==> src/sv/pshm_pkg.sv <==
`timescale 1ns / 1ps
// Shared types and constants for the path string mix hash.
package pshm_pkg;

    localparam int unsigned QDEPTH = 4;
    localparam int unsigned QAW    = $clog2(QDEPTH);

    localparam logic [31:0] KEY_INIT     = 32'hF4FA8928;
    localparam logic [31:0] STATE_INIT   = 32'h37A8470E;
    localparam logic [31:0] TWEAK_INIT   = 32'h7758B42B;
    localparam logic [31:0] FIXED_WORD_A = 32'h9BE74448;
    localparam logic [31:0] FIXED_WORD_B = 32'h66F42C48;
    localparam logic [31:0] KEY_XOR      = 32'h267B0B11;
    localparam logic [31:0] S_OR_MASK    = 32'h02040801;
    localparam logic [31:0] S_AND_MASK   = 32'hBFEF7FDF;
    localparam logic [31:0] T_OR_MASK    = 32'h00804021;
    localparam logic [31:0] T_AND_MASK   = 32'h7DFEFBFF;

    localparam logic [7:0] UPPER_A = 8'h41;
    localparam logic [7:0] UPPER_Z = 8'h5A;
    localparam logic [7:0] CASE_OFFSET = 8'h20;

    // One queued request from the front to the mixing engine.
    typedef struct packed {
        logic [31:0] word;
        logic        has_word;
        logic        fin;
    } t_cmd;

    typedef enum logic [2:0] {
        B_IDLE,
        B_OPER,
        B_MULT,
        B_CORR,
        B_EMIT
    } t_bstate;

    typedef enum logic [1:0] {
        STEP_DATA,
        STEP_FIX_A,
        STEP_FIX_B
    } t_step;

endpackage

==> src/sv/pshm_front.sv <==
`timescale 1ns / 1ps
// Front end: case folding, little-endian word packing and end-of-string requests.
module pshm_front (
    input  logic               i_clk,
    input  logic               i_rst_n,
    input  logic               i_in_valid,
    output logic               o_in_ready,
    input  logic [7:0]         i_data_byte,
    input  logic               i_byte_valid,
    input  logic               i_last,
    output logic               o_push,
    output pshm_pkg::t_cmd     o_cmd,
    input  logic               i_full
);
    import pshm_pkg::*;

    logic [23:0] r_pend;
    logic [1:0]  r_cnt;
    logic [23:0] n_pend;
    logic [1:0]  n_cnt;

    logic        accept;
    logic [7:0]  folded;
    logic [31:0] merged;
    logic [1:0]  cnt_inc;
    logic        full_word;

    assign o_in_ready = !i_full;
    assign accept     = i_in_valid && !i_full;

    always_comb begin
        folded = i_data_byte;
        if (i_data_byte >= UPPER_A && i_data_byte <= UPPER_Z) begin
            folded = i_data_byte + CASE_OFFSET;
        end
        if (i_byte_valid) begin
            merged  = {8'h00, r_pend} | ({24'h000000, folded} << {r_cnt, 3'b000});
            cnt_inc = r_cnt + 2'd1;
        end else begin
            merged  = {8'h00, r_pend};
            cnt_inc = r_cnt;
        end
        full_word = i_byte_valid && (r_cnt == 2'd3);

        // A request goes out for every completed word and for every end of string.
        o_push         = accept && (full_word || i_last);
        o_cmd.word     = merged;
        o_cmd.has_word = full_word || (cnt_inc != 2'd0);
        o_cmd.fin      = i_last;

        n_pend = r_pend;
        n_cnt  = r_cnt;
        if (accept) begin
            if (i_last || full_word) begin
                n_pend = '0;
                n_cnt  = '0;
            end else begin
                n_pend = merged[23:0];
                n_cnt  = cnt_inc;
            end
        end
    end

    always_ff @(posedge i_clk) begin
        if (!i_rst_n) begin
            r_pend <= '0;
            r_cnt  <= '0;
        end else begin
            r_pend <= n_pend;
            r_cnt  <= n_cnt;
        end
    end

endmodule

==> config.mk <==
export PLATFORM = sky130hd
export DESIGN_NAME = pshm_front
export DESIGN_NICKNAME = d
export VERILOG_FILES = /design/src/sv/pshm_pkg.sv /design/src/sv/pshm_front.sv
export SDC_FILE = /design/constraint.sdc
export NUM_CORES = 1
export LEC_CHECK = 0
export BUFFER_PORTS_ARGS = -buffer_cell sky130_fd_sc_hd__buf_4
export CAP_MARGIN = 5
export CORE_MARGIN = 8
export CORE_UTILIZATION = 51
export CTS_BUF_LIST = sky130_fd_sc_hd__clkbuf_2 sky130_fd_sc_hd__clkbuf_4 sky130_fd_sc_hd__clkbuf_8
export DETAILED_ROUTE_END_ITERATION = 10
export PLACE_DENSITY_LB_ADDON = 0.12
export SYNTH_ARGS = -nofsm -noshare
export SYNTH_HDL_FRONTEND = slang
export SYNTH_SLANG_ARGS = --single-unit
==> constraint.sdc <==
create_clock -name i_clk -period 1.6 [get_ports i_clk]
set_input_delay 0.16 -clock i_clk [delete_from_list [all_inputs] [get_ports i_clk]]
set_output_delay 0.16 -clock i_clk [all_outputs]
set_load 0.005 [all_outputs]
==> impl_metrics.env <==
export IMPL_hold_ws_ns=0.0668
export IMPL_max_freq_ghz=0.624
export IMPL_hold_viol_final=0
export IMPL_ys_warn_count=0
export IMPL_grt_pass1_wl_um=6560
export IMPL_period_share=1.00
export IMPL_cp_start_kind="primary input"
export IMPL_cts_buffer_depth=2
export IMPL_grt_max_degree=16
export IMPL_grt_usage=0.180
export IMPL_critical_path_class="in -> out"
export IMPL_gp_congestion=0.795
export IMPL_final_cell_count_no_fill=263
export IMPL_syn_area_per_cell_um2=8.09
export IMPL_rsz0062_at_grt="yes"
export IMPL_fin_tns_setup_ns=-0.00356
export IMPL_ant_nets=0
export IMPL_final_common_cell="buf_4"
export IMPL_ys_seq_area_frac=0.376
export IMPL_dpl_hpwl_um=3220
export IMPL_fp_row_count=19
export IMPL_finClkSkew_ns=0.0111
export IMPL_synth_edf_count=0
export IMPL_clock_insertion_delay_worst_skew_ns=0.33
export IMPL_vias_per_cell=5.66
export IMPL_cp_end_kind="output pin"
export IMPL_leakage_nw=0.952
export IMPL_antenna_found_initial=0
export IMPL_die_h_um=68.1
export IMPL_clkTransAtPathRegs_ns=0.14
export IMPL_core_area_um2=2660
export IMPL_ios=50
export IMPL_final_util=0.737
export IMPL_drc_errors=0
export IMPL_async_flop_share=0
export IMPL_drive_above_1_share=0.388
export IMPL_worst_ep_required_time_ns=1.44
export IMPL_maxSlewHeadroom=0.696
export IMPL_grt_pass1_vias=1489
export IMPL_synth_seq_cells=26
export IMPL_vias=1489
export IMPL_h_tree_depth=1
export IMPL_worst_slack_ns=-0.00356
export IMPL_wl_per_cell_um=15.9
export IMPL_setup_viol=1
export IMPL_portBuffers=49
export IMPL_synth_ff_type="dfxtp_1"
export IMPL_dpl_cell_area_um2=1850
export IMPL_status="complete, but fails checks"
export IMPL_hold_class="in -> reg"
export IMPL_violations="setup timing"
export IMPL_synth_distinct_cells=37
export IMPL_drt_iter0_drc=114
export IMPL_final_cell_mix="buf_4 (64), a21oi_1 (24), dfxtp_1 (24)"
export IMPL_start_util=0.520
export IMPL_regToRegSetupSlack_ns=0.25
export IMPL_overflow=0
export IMPL_synthCells=171
export IMPL_antennaDiodeCount=0
export IMPL_cts_root_buffer="clkbuf_4"
export IMPL_routed_wl_um=4180
export IMPL_synth_area_um2=1380
export IMPL_numCtsBuffers=3
export IMPL_power_density_nw_per_um2=687
export IMPL_syn_nets=187
export IMPL_crit_arrival_ns=1.44
export IMPL_syn_to_final_growth_pct=41.8
export IMPL_maxCapViolCount=0
export IMPL_dr_pass1_iters=4
export IMPL_numClockSinks=26
export IMPL_holdBufCountCts=0
export IMPL_final_max_slew_violation_count=0
export IMPL_finalNetCount=249
export IMPL_period_needed_ns=1.60
export IMPL_crit_fanout=4
export IMPL_die_area_um2=4640
export IMPL_post_place_cells=255
export IMPL_die_w_um=68.1
export IMPL_ir_worst_vdd_mv=0.534
export IMPL_tightest_slew_ns=0.454
export IMPL_cts_tree="yes"
export IMPL_fin_area_um2=1960
power breakdown:
group / internal (mW) / leakage (nW) / switching [mW] / total (mW)
logic: 0.115 / 0.712 / 0.115 / 0.230
clock network: 0.253 / 0.0279 / 0.207 / 0.460
registers: 0.653 / 0.212 / 0.00499 / 0.658
Yosys cell counts (3+ instances only):
cell type,instances,share of area
o21ai_1,9,0.033
a21o_2,3,0.019
a21o_1,12,0.065
clkbuf_1,5,0.014
and2_1,5,0.023
nor2_1,22,0.060
nand2_1,7,0.019
a31oi_1,4,0.018
o211ai_1,3,0.016
nand3_1,7,0.025
nor2b_1,3,0.014
inv_1,8,0.022
o21bai_1,3,0.016
dfxtp_1,26,0.38
a21oi_1,24,0.087
nor3_1,3,0.011
stage by stage:
stage          setup WS (ns)  total power [mW]
5_1_grt              -0.0572              1.39
6_report            -0.00356              1.35
3_3_place_gp         -0.0358             0.885
3_5_place_dp         -0.0693             0.893
4_1_cts              -0.0197              1.35
2_1_floorplan          0.101             0.785
worst max-delay path: stages:
cell,delay [ns]
buf_6,0.09
or4_4,0.54
o22a_4,0.24
a21oi_4,0.17
o21ai_1,0.10
buf_4,0.14
state kept, by name (all words and copies together), names as in the netlist:
name	cells
r_pend	24
r_cnt	2
repair_timing:
item	in CTS	in global routing
resized for setup	6	6
setup buffers	3	1
pin swaps	7	2
setup endpoints to repair	27	16
routing by layer:
| metal | track usage | routed length (µm) |
|---|---|---|
| met5 | 0 | 0 |
| met1 | 0.201 | 1610 |
| met2 | 0.333 | 2270 |
| met3 | 0.0344 | 236 |
| met4 | 0.0588 | 69 |
final timing paths:
kind	startpoint	end	depth (start not counted)
worst min register to register	r_pend[22]	r_pend[22]	2
worst min-delay path	i_rst_n	r_cnt[0]	2
worst max-delay path	i_data_byte[4]	o_cmd[15]	6
worst max register to register	r_cnt[0]	r_pend[17]	5
cell families after synthesis:
family                   after synthesis  share of synthesized area
AO/OA/AOI/OAI                         63                      0.305
adder cells (fa/ha/maj)                2                     0.0181
buffers and inverters                 19                     0.0624
flip-flops                            26                      0.376
multiplexers                           1                    0.00723
AND/OR/NAND/NOR                       60                      0.231
area by class of cell:
type | count | area (µm²)
Clock buffer | 3 | 22.5
Fill cell | 223 | 701
Clock inverter | 1 | 30.0
Inverter | 8 | 30.0
Tap cell | 31 | 38.8
Multi-Input combinational cell | 126 | 787
Timing Repair Buffer | 68 | 526
Sequential cell | 26 | 528
Note: power is estimated with default switching activity, not from simulation.
