**src/sv/pshm_pkg.sv**
```systemverilog
`timescale 1ns / 1ps
// Shared types and constants for the path string mix hash.
package pshm_pkg;

    localparam int unsigned QDEPTH = 4;
    localparam int unsigned QAW    = $clog2(QDEPTH);

    localparam logic [31:0] KEY_INIT     = 32'hF4FA8928;
    localparam logic [31:0] STATE_INIT   = 32'h37A8470E;
    localparam logic [31:0] TWEAK_INIT   = 32'h7758B42B;
    localparam logic [31:0] FIXED_WORD_A = 32'h9BE74448;
    localparam logic [31:0] FIXED_WORD_B = 32'h66F42C48;
    localparam logic [31:0] KEY_XOR      = 32'h267B0B11;
    localparam logic [31:0] S_OR_MASK    = 32'h02040801;
    localparam logic [31:0] S_AND_MASK   = 32'hBFEF7FDF;
    localparam logic [31:0] T_OR_MASK    = 32'h00804021;
    localparam logic [31:0] T_AND_MASK   = 32'h7DFEFBFF;

    localparam logic [7:0] UPPER_A = 8'h41;
    localparam logic [7:0] UPPER_Z = 8'h5A;
    localparam logic [7:0] CASE_OFFSET = 8'h20;

    // One queued request from the front to the mixing engine.
    typedef struct packed {
        logic [31:0] word;
        logic        has_word;
        logic        fin;
    } t_cmd;

    typedef enum logic [2:0] {
        B_IDLE,
        B_OPER,
        B_MULT,
        B_CORR,
        B_EMIT
    } t_bstate;

    typedef enum logic [1:0] {
        STEP_DATA,
        STEP_FIX_A,
        STEP_FIX_B
    } t_step;

endpackage

```
**src/sv/pshm_fifo.sv**
```systemverilog
`timescale 1ns / 1ps
// Short request queue between the front end and the mixing engine.
module pshm_fifo (
    input  logic               i_clk,
    input  logic               i_rst_n,
    input  logic               i_push,
    input  pshm_pkg::t_cmd     i_cmd,
    output logic               o_full,
    input  logic               i_pop,
    output pshm_pkg::t_cmd     o_cmd,
    output logic               o_empty
);
    import pshm_pkg::*;

    t_cmd             r_mem [QDEPTH];
    logic [QAW-1:0]   r_wptr;
    logic [QAW-1:0]   r_rptr;
    logic [QAW:0]     r_count;

    logic do_push;
    logic do_pop;

    assign o_full  = (r_count == (QAW+1)'(QDEPTH));
    assign o_empty = (r_count == '0);
    assign o_cmd   = r_mem[r_rptr];
    assign do_push = i_push && !o_full;
    assign do_pop  = i_pop && !o_empty;

    always_ff @(posedge i_clk) begin
        if (do_push) begin
            r_mem[r_wptr] <= i_cmd;
        end
    end

    always_ff @(posedge i_clk) begin
        if (!i_rst_n) begin
            r_wptr  <= '0;
            r_rptr  <= '0;
            r_count <= '0;
        end else begin
            if (do_push) begin
                r_wptr <= (r_wptr == QAW'(QDEPTH - 1)) ? '0 : r_wptr + 1'b1;
            end
            if (do_pop) begin
                r_rptr <= (r_rptr == QAW'(QDEPTH - 1)) ? '0 : r_rptr + 1'b1;
            end
            case ({do_push, do_pop})
                2'b10:   r_count <= r_count + 1'b1;
                2'b01:   r_count <= r_count - 1'b1;
                default: r_count <= r_count;
            endcase
        end
    end

endmodule

```
**config.mk**
```make
export PLATFORM = sky130hd
export DESIGN_NAME = pshm_fifo
export DESIGN_NICKNAME = d
export VERILOG_FILES = /design/src/sv/pshm_pkg.sv /design/src/sv/pshm_fifo.sv
export SDC_FILE = /design/constraint.sdc
export NUM_CORES = 1
export LEC_CHECK = 0
export BUFFER_PORTS_ARGS = -buffer_cell sky130_fd_sc_hd__buf_4
export CAP_MARGIN = 0
export CORE_ASPECT_RATIO = 1.25
export CORE_MARGIN = 1
export CORE_UTILIZATION = 57
export CTS_CLUSTER_SIZE = 25
export DETAILED_ROUTE_END_ITERATION = 8
export HOLD_SLACK_MARGIN = 0.1
export PLACE_DENSITY = 0.84
export SETUP_SLACK_MARGIN = 0.4
export SLEW_MARGIN = 10
export SYNTH_ARGS = -nofsm -noshare
export SYNTH_HDL_FRONTEND = slang
export SYNTH_SLANG_ARGS = --single-unit
```
**constraint.sdc**
```tcl
create_clock -name i_clk -period 2.7 [get_ports i_clk]
set_input_delay 0.135 -clock i_clk [delete_from_list [all_inputs] [get_ports i_clk]]
set_output_delay 0.135 -clock i_clk [all_outputs]
set_load 0.05 [all_outputs]
```
==> run_results.csv <==
group,metric,value,unit
yosys,yosysWarnings,0,
die,die_w,89.5,um
detailed_routing,drt-wirelength-per-cell,22.6,um
pwr,clkPwrFrac,33.2,%
detailed_routing,drc,0,
critical_path,reg2reg_to,"r_mem[1][12]$_DFFE_PP_",
yosys,synth_edf_count,136,
yosys,async_flop_share,0,%
yosys,synth_top_area_share,74.9,%
clock_tree,clockRootBuffer,"clkbuf_16",
global_route,use_met3,7.00,%
global_route,grt_use_met2,43.2,%
global_route,gr-usage-met1,29.5,%
die,initial_core_util,59.1,%
die,core_area,9220,um2
placement,portBuffers,73,
pwr,irDropWorstVdd,0.670,mV
critical_path,worstPathMaxFanout,34,
timing,finalHoldViolCount,0,
timing,relSlewSlack,42.2,%
finish,final_layout_size_suffix_gt1_share,41.1,%
yosys,synth_common_cells,"136 x edfxtp_1, 30 x mux4_2, 9 x dfxtp_1",
critical_path,critPathCaptureType,"output pin",
finish,nNetsFinal,404,
global_route,grt_pass1_wl,17100,um
finish,post-route-util,77.8,%
yosys,syn_area_per_cell,23.3,um2
timing,tns,0,ps
timing,fin_crit_sh,79.8,%
clock_tree,cts-buffers-inserted,17,
finish,fin_area,7180,um2
critical_path,critical_path_class,"register to output pin",
critical_path,reg2reg_from,"r_count[1]$_SDFFE_PN0P_",
die,die_h,111,um
pwr,netSwitchingFraction,31.4,%
pwr,p_seq_share,37.1,%
die,io_pins,74,
finish,areaGrowthSynthToFinish,31.7,%
yosys,syn_inst,234,
placement,place_hpwl,5990,um
yosys,yosysTopAreaCell,"edfxtp_1",
finish,antennaDiodeCount,0,
global_route,grt_antenna_before_repair,0,
timing,clock_skew,10.4,ps
critical_path,rrSetupSlack,580,ps
pwr,p_sw,0.00242,W
pwr,p_comb_share,29.7,%
pwr,p_int,0.00530,W
pwr,power.density,1080,nW/um2
global_route,grt_pass1_vias,3016,
detailed_routing,drt-total-wl,11200,um
die,rows,39,
detailed_routing,ant_nets,0,
global_route,grt_overflow,0,
clock_tree,path_clk_slew,60,ps
outcome,status,"complete, no violations",
clock_tree,cts_buffer_depth,2,
hold_path,min_from,"i_pop",
detailed_routing,vias,2748,
die,dieArea,9960,um2
timing,worstMarginPinSlew,867,ps
clock_tree,cts_sinks,145,
timing,slew_violations,0,
detailed_routing,drt-initial-drc-count,159,
yosys,synth.most_common_cell,"edfxtp_1",
pwr,p_leak,2.52,nW
critical_path,reg2regPathDepth,4,
critical_path,worstPathRequired,2570,ps
yosys,netlist_area,5450,um2
yosys,ys.flop_type,"edfxtp_1",
timing,min_period,2150,ps
yosys,ys_ff_latch,145,
global_route,busiest_layer,"met2",
yosys,ys_types,25,
global_route,grt_max_degree,35,
run,cap_viol_max_count,0,
placement,place_area,6170,um2
clock_tree,cts_tree,"done",
timing,setup_viol,0,
global_route,grt_usage,25.5,%
hold_path,whs_path_depth,3,
hold_path,hold_class,"input pin to register",
clock_tree,clk_latency,420,ps
clock_tree,h-tree-depth,4,
yosys,synth_area_leaders,"edfxtp_1 75%, mux4_2 12%, dfxtp_1 3.3%",
critical_path,arrival,2020,ps
placement,place_congestion,0.744,
yosys,yosysSeqAreaShare,78.3,%
critical_path,worstSetupStartpointType,"register",
timing,rsz0062_at_grt,"false",
yosys,synthesis.nets,279,
detailed_routing,firstDrtPassIters,5,
detailed_routing,viasPerCell,5.55,
timing,max_freq,464,MHz
## cell families (layout without fill, tap and decap cells)
family          Yosys count  after routing  share of synthesized area, %
flops                   145            145                          78.3
xor+xnor                  2              2                         0.322
compound gates            6              6                         0.643
buf+inv                  17            155                          2.30
fa+ha+maj                 7              7                          1.75
simple gates             21             21                          2.04
mux                      36             36                          14.7
## critical path, cell delays in order (launching register included)
cell and delay [ps]:
dfxtp_2 900, mux4_2 480, buf_4 220
## flip-flops by register name, indices dropped and copies added, names as in the netlist, named ones only
register / flops
r_mem: 136
r_count: 3
r_rptr: 2
r_wptr: 2
## cells in the final DEF (no fill, tap or decap), types with 2 or more instances in the layout
master,instances
and2_1,2
and2_2,4
buf_12,2
buf_4,79
bufinv_16,5
clkbuf_1,2
clkbuf_16,17
clkbuf_8,3
clkinv_2,2
dfxtp_1,5
dfxtp_2,3
dlygate4sd3_1,35
edfxtp_1,136
ha_1,5
inv_1,5
inv_2,2
mux2i_1,2
mux4_1,4
mux4_2,30
nand2_1,7
nand3_1,2
nor2_1,2
o21ai_0,4
## worst max-delay path by stage
stage / end / slack [ps] / depth (start not counted)
2_1_floorplan: r_count[2]$_SDFFE_PN0P_ / 390 / 10
3_3_place_gp: r_mem[1][27]$_DFFE_PP_ / 700 / 4
3_5_place_dp: r_mem[1][16]$_DFFE_PP_ / 630 / 4
4_1_cts: o_cmd[20] / 520 / 2
5_1_grt: r_mem[1][31]$_DFFE_PP_ / 420 / 4
6_report: o_cmd[6] / 550 / 2
## timing repair
| action | 4_1_cts | 5_1_grt |
|---|---|---|
| endpoints found under the hold margin | 145 | 0 |
| hold buffers | 35 | 0 |
| setup buffers | 0 | 0 |
| resized for setup | 0 | 0 |
## stage by stage
step | total power [W] | setup WS [ps] | hold WS, ps | std cells
3_5_place_dp | 0.00514 | 629 | 339 | 428
5_1_grt | 0.00797 | 423 | 174 | 495
3_3_place_gp | 0.00508 | 700 | 338 | 428
2_1_floorplan | 0.00456 | 393 | 234 | 234
6_report | 0.00771 | 547 | 147 | 495
4_1_cts | 0.00775 | 517 | 138 | 495
## layer usage
metal	part of all wire, %	up-vias
li1	-	1211
met1	36	1413
met2	56	103
met3	4.7	21
met4	2.8	0
met5	0	-
## power groups by stage
stage                     Sequential, W  Clock (W)  Combinational [W]
after global placement          0.00288          0            0.00221
after detailed placement        0.00289          0            0.00224
final                           0.00286    0.00256            0.00229
after floorplan                 0.00283          0            0.00173
after global routing            0.00288    0.00268            0.00241
after CTS                       0.00286    0.00258            0.00231
## final cells by class
| cell class | instances | area [um2] |
|---|---|---|
| inverter | 7 | 26.3 |
| multi-input combinational | 72 | 1090 |
| tap | 123 | 154 |
| sequential | 145 | 4270 |
| timing repair buffer | 116 | 983 |
| fill | 441 | 2050 |
| clock buffer | 22 | 474 |
| clock inverter | 10 | 180 |
Note: power is estimated with default switching activity, not from simulation.
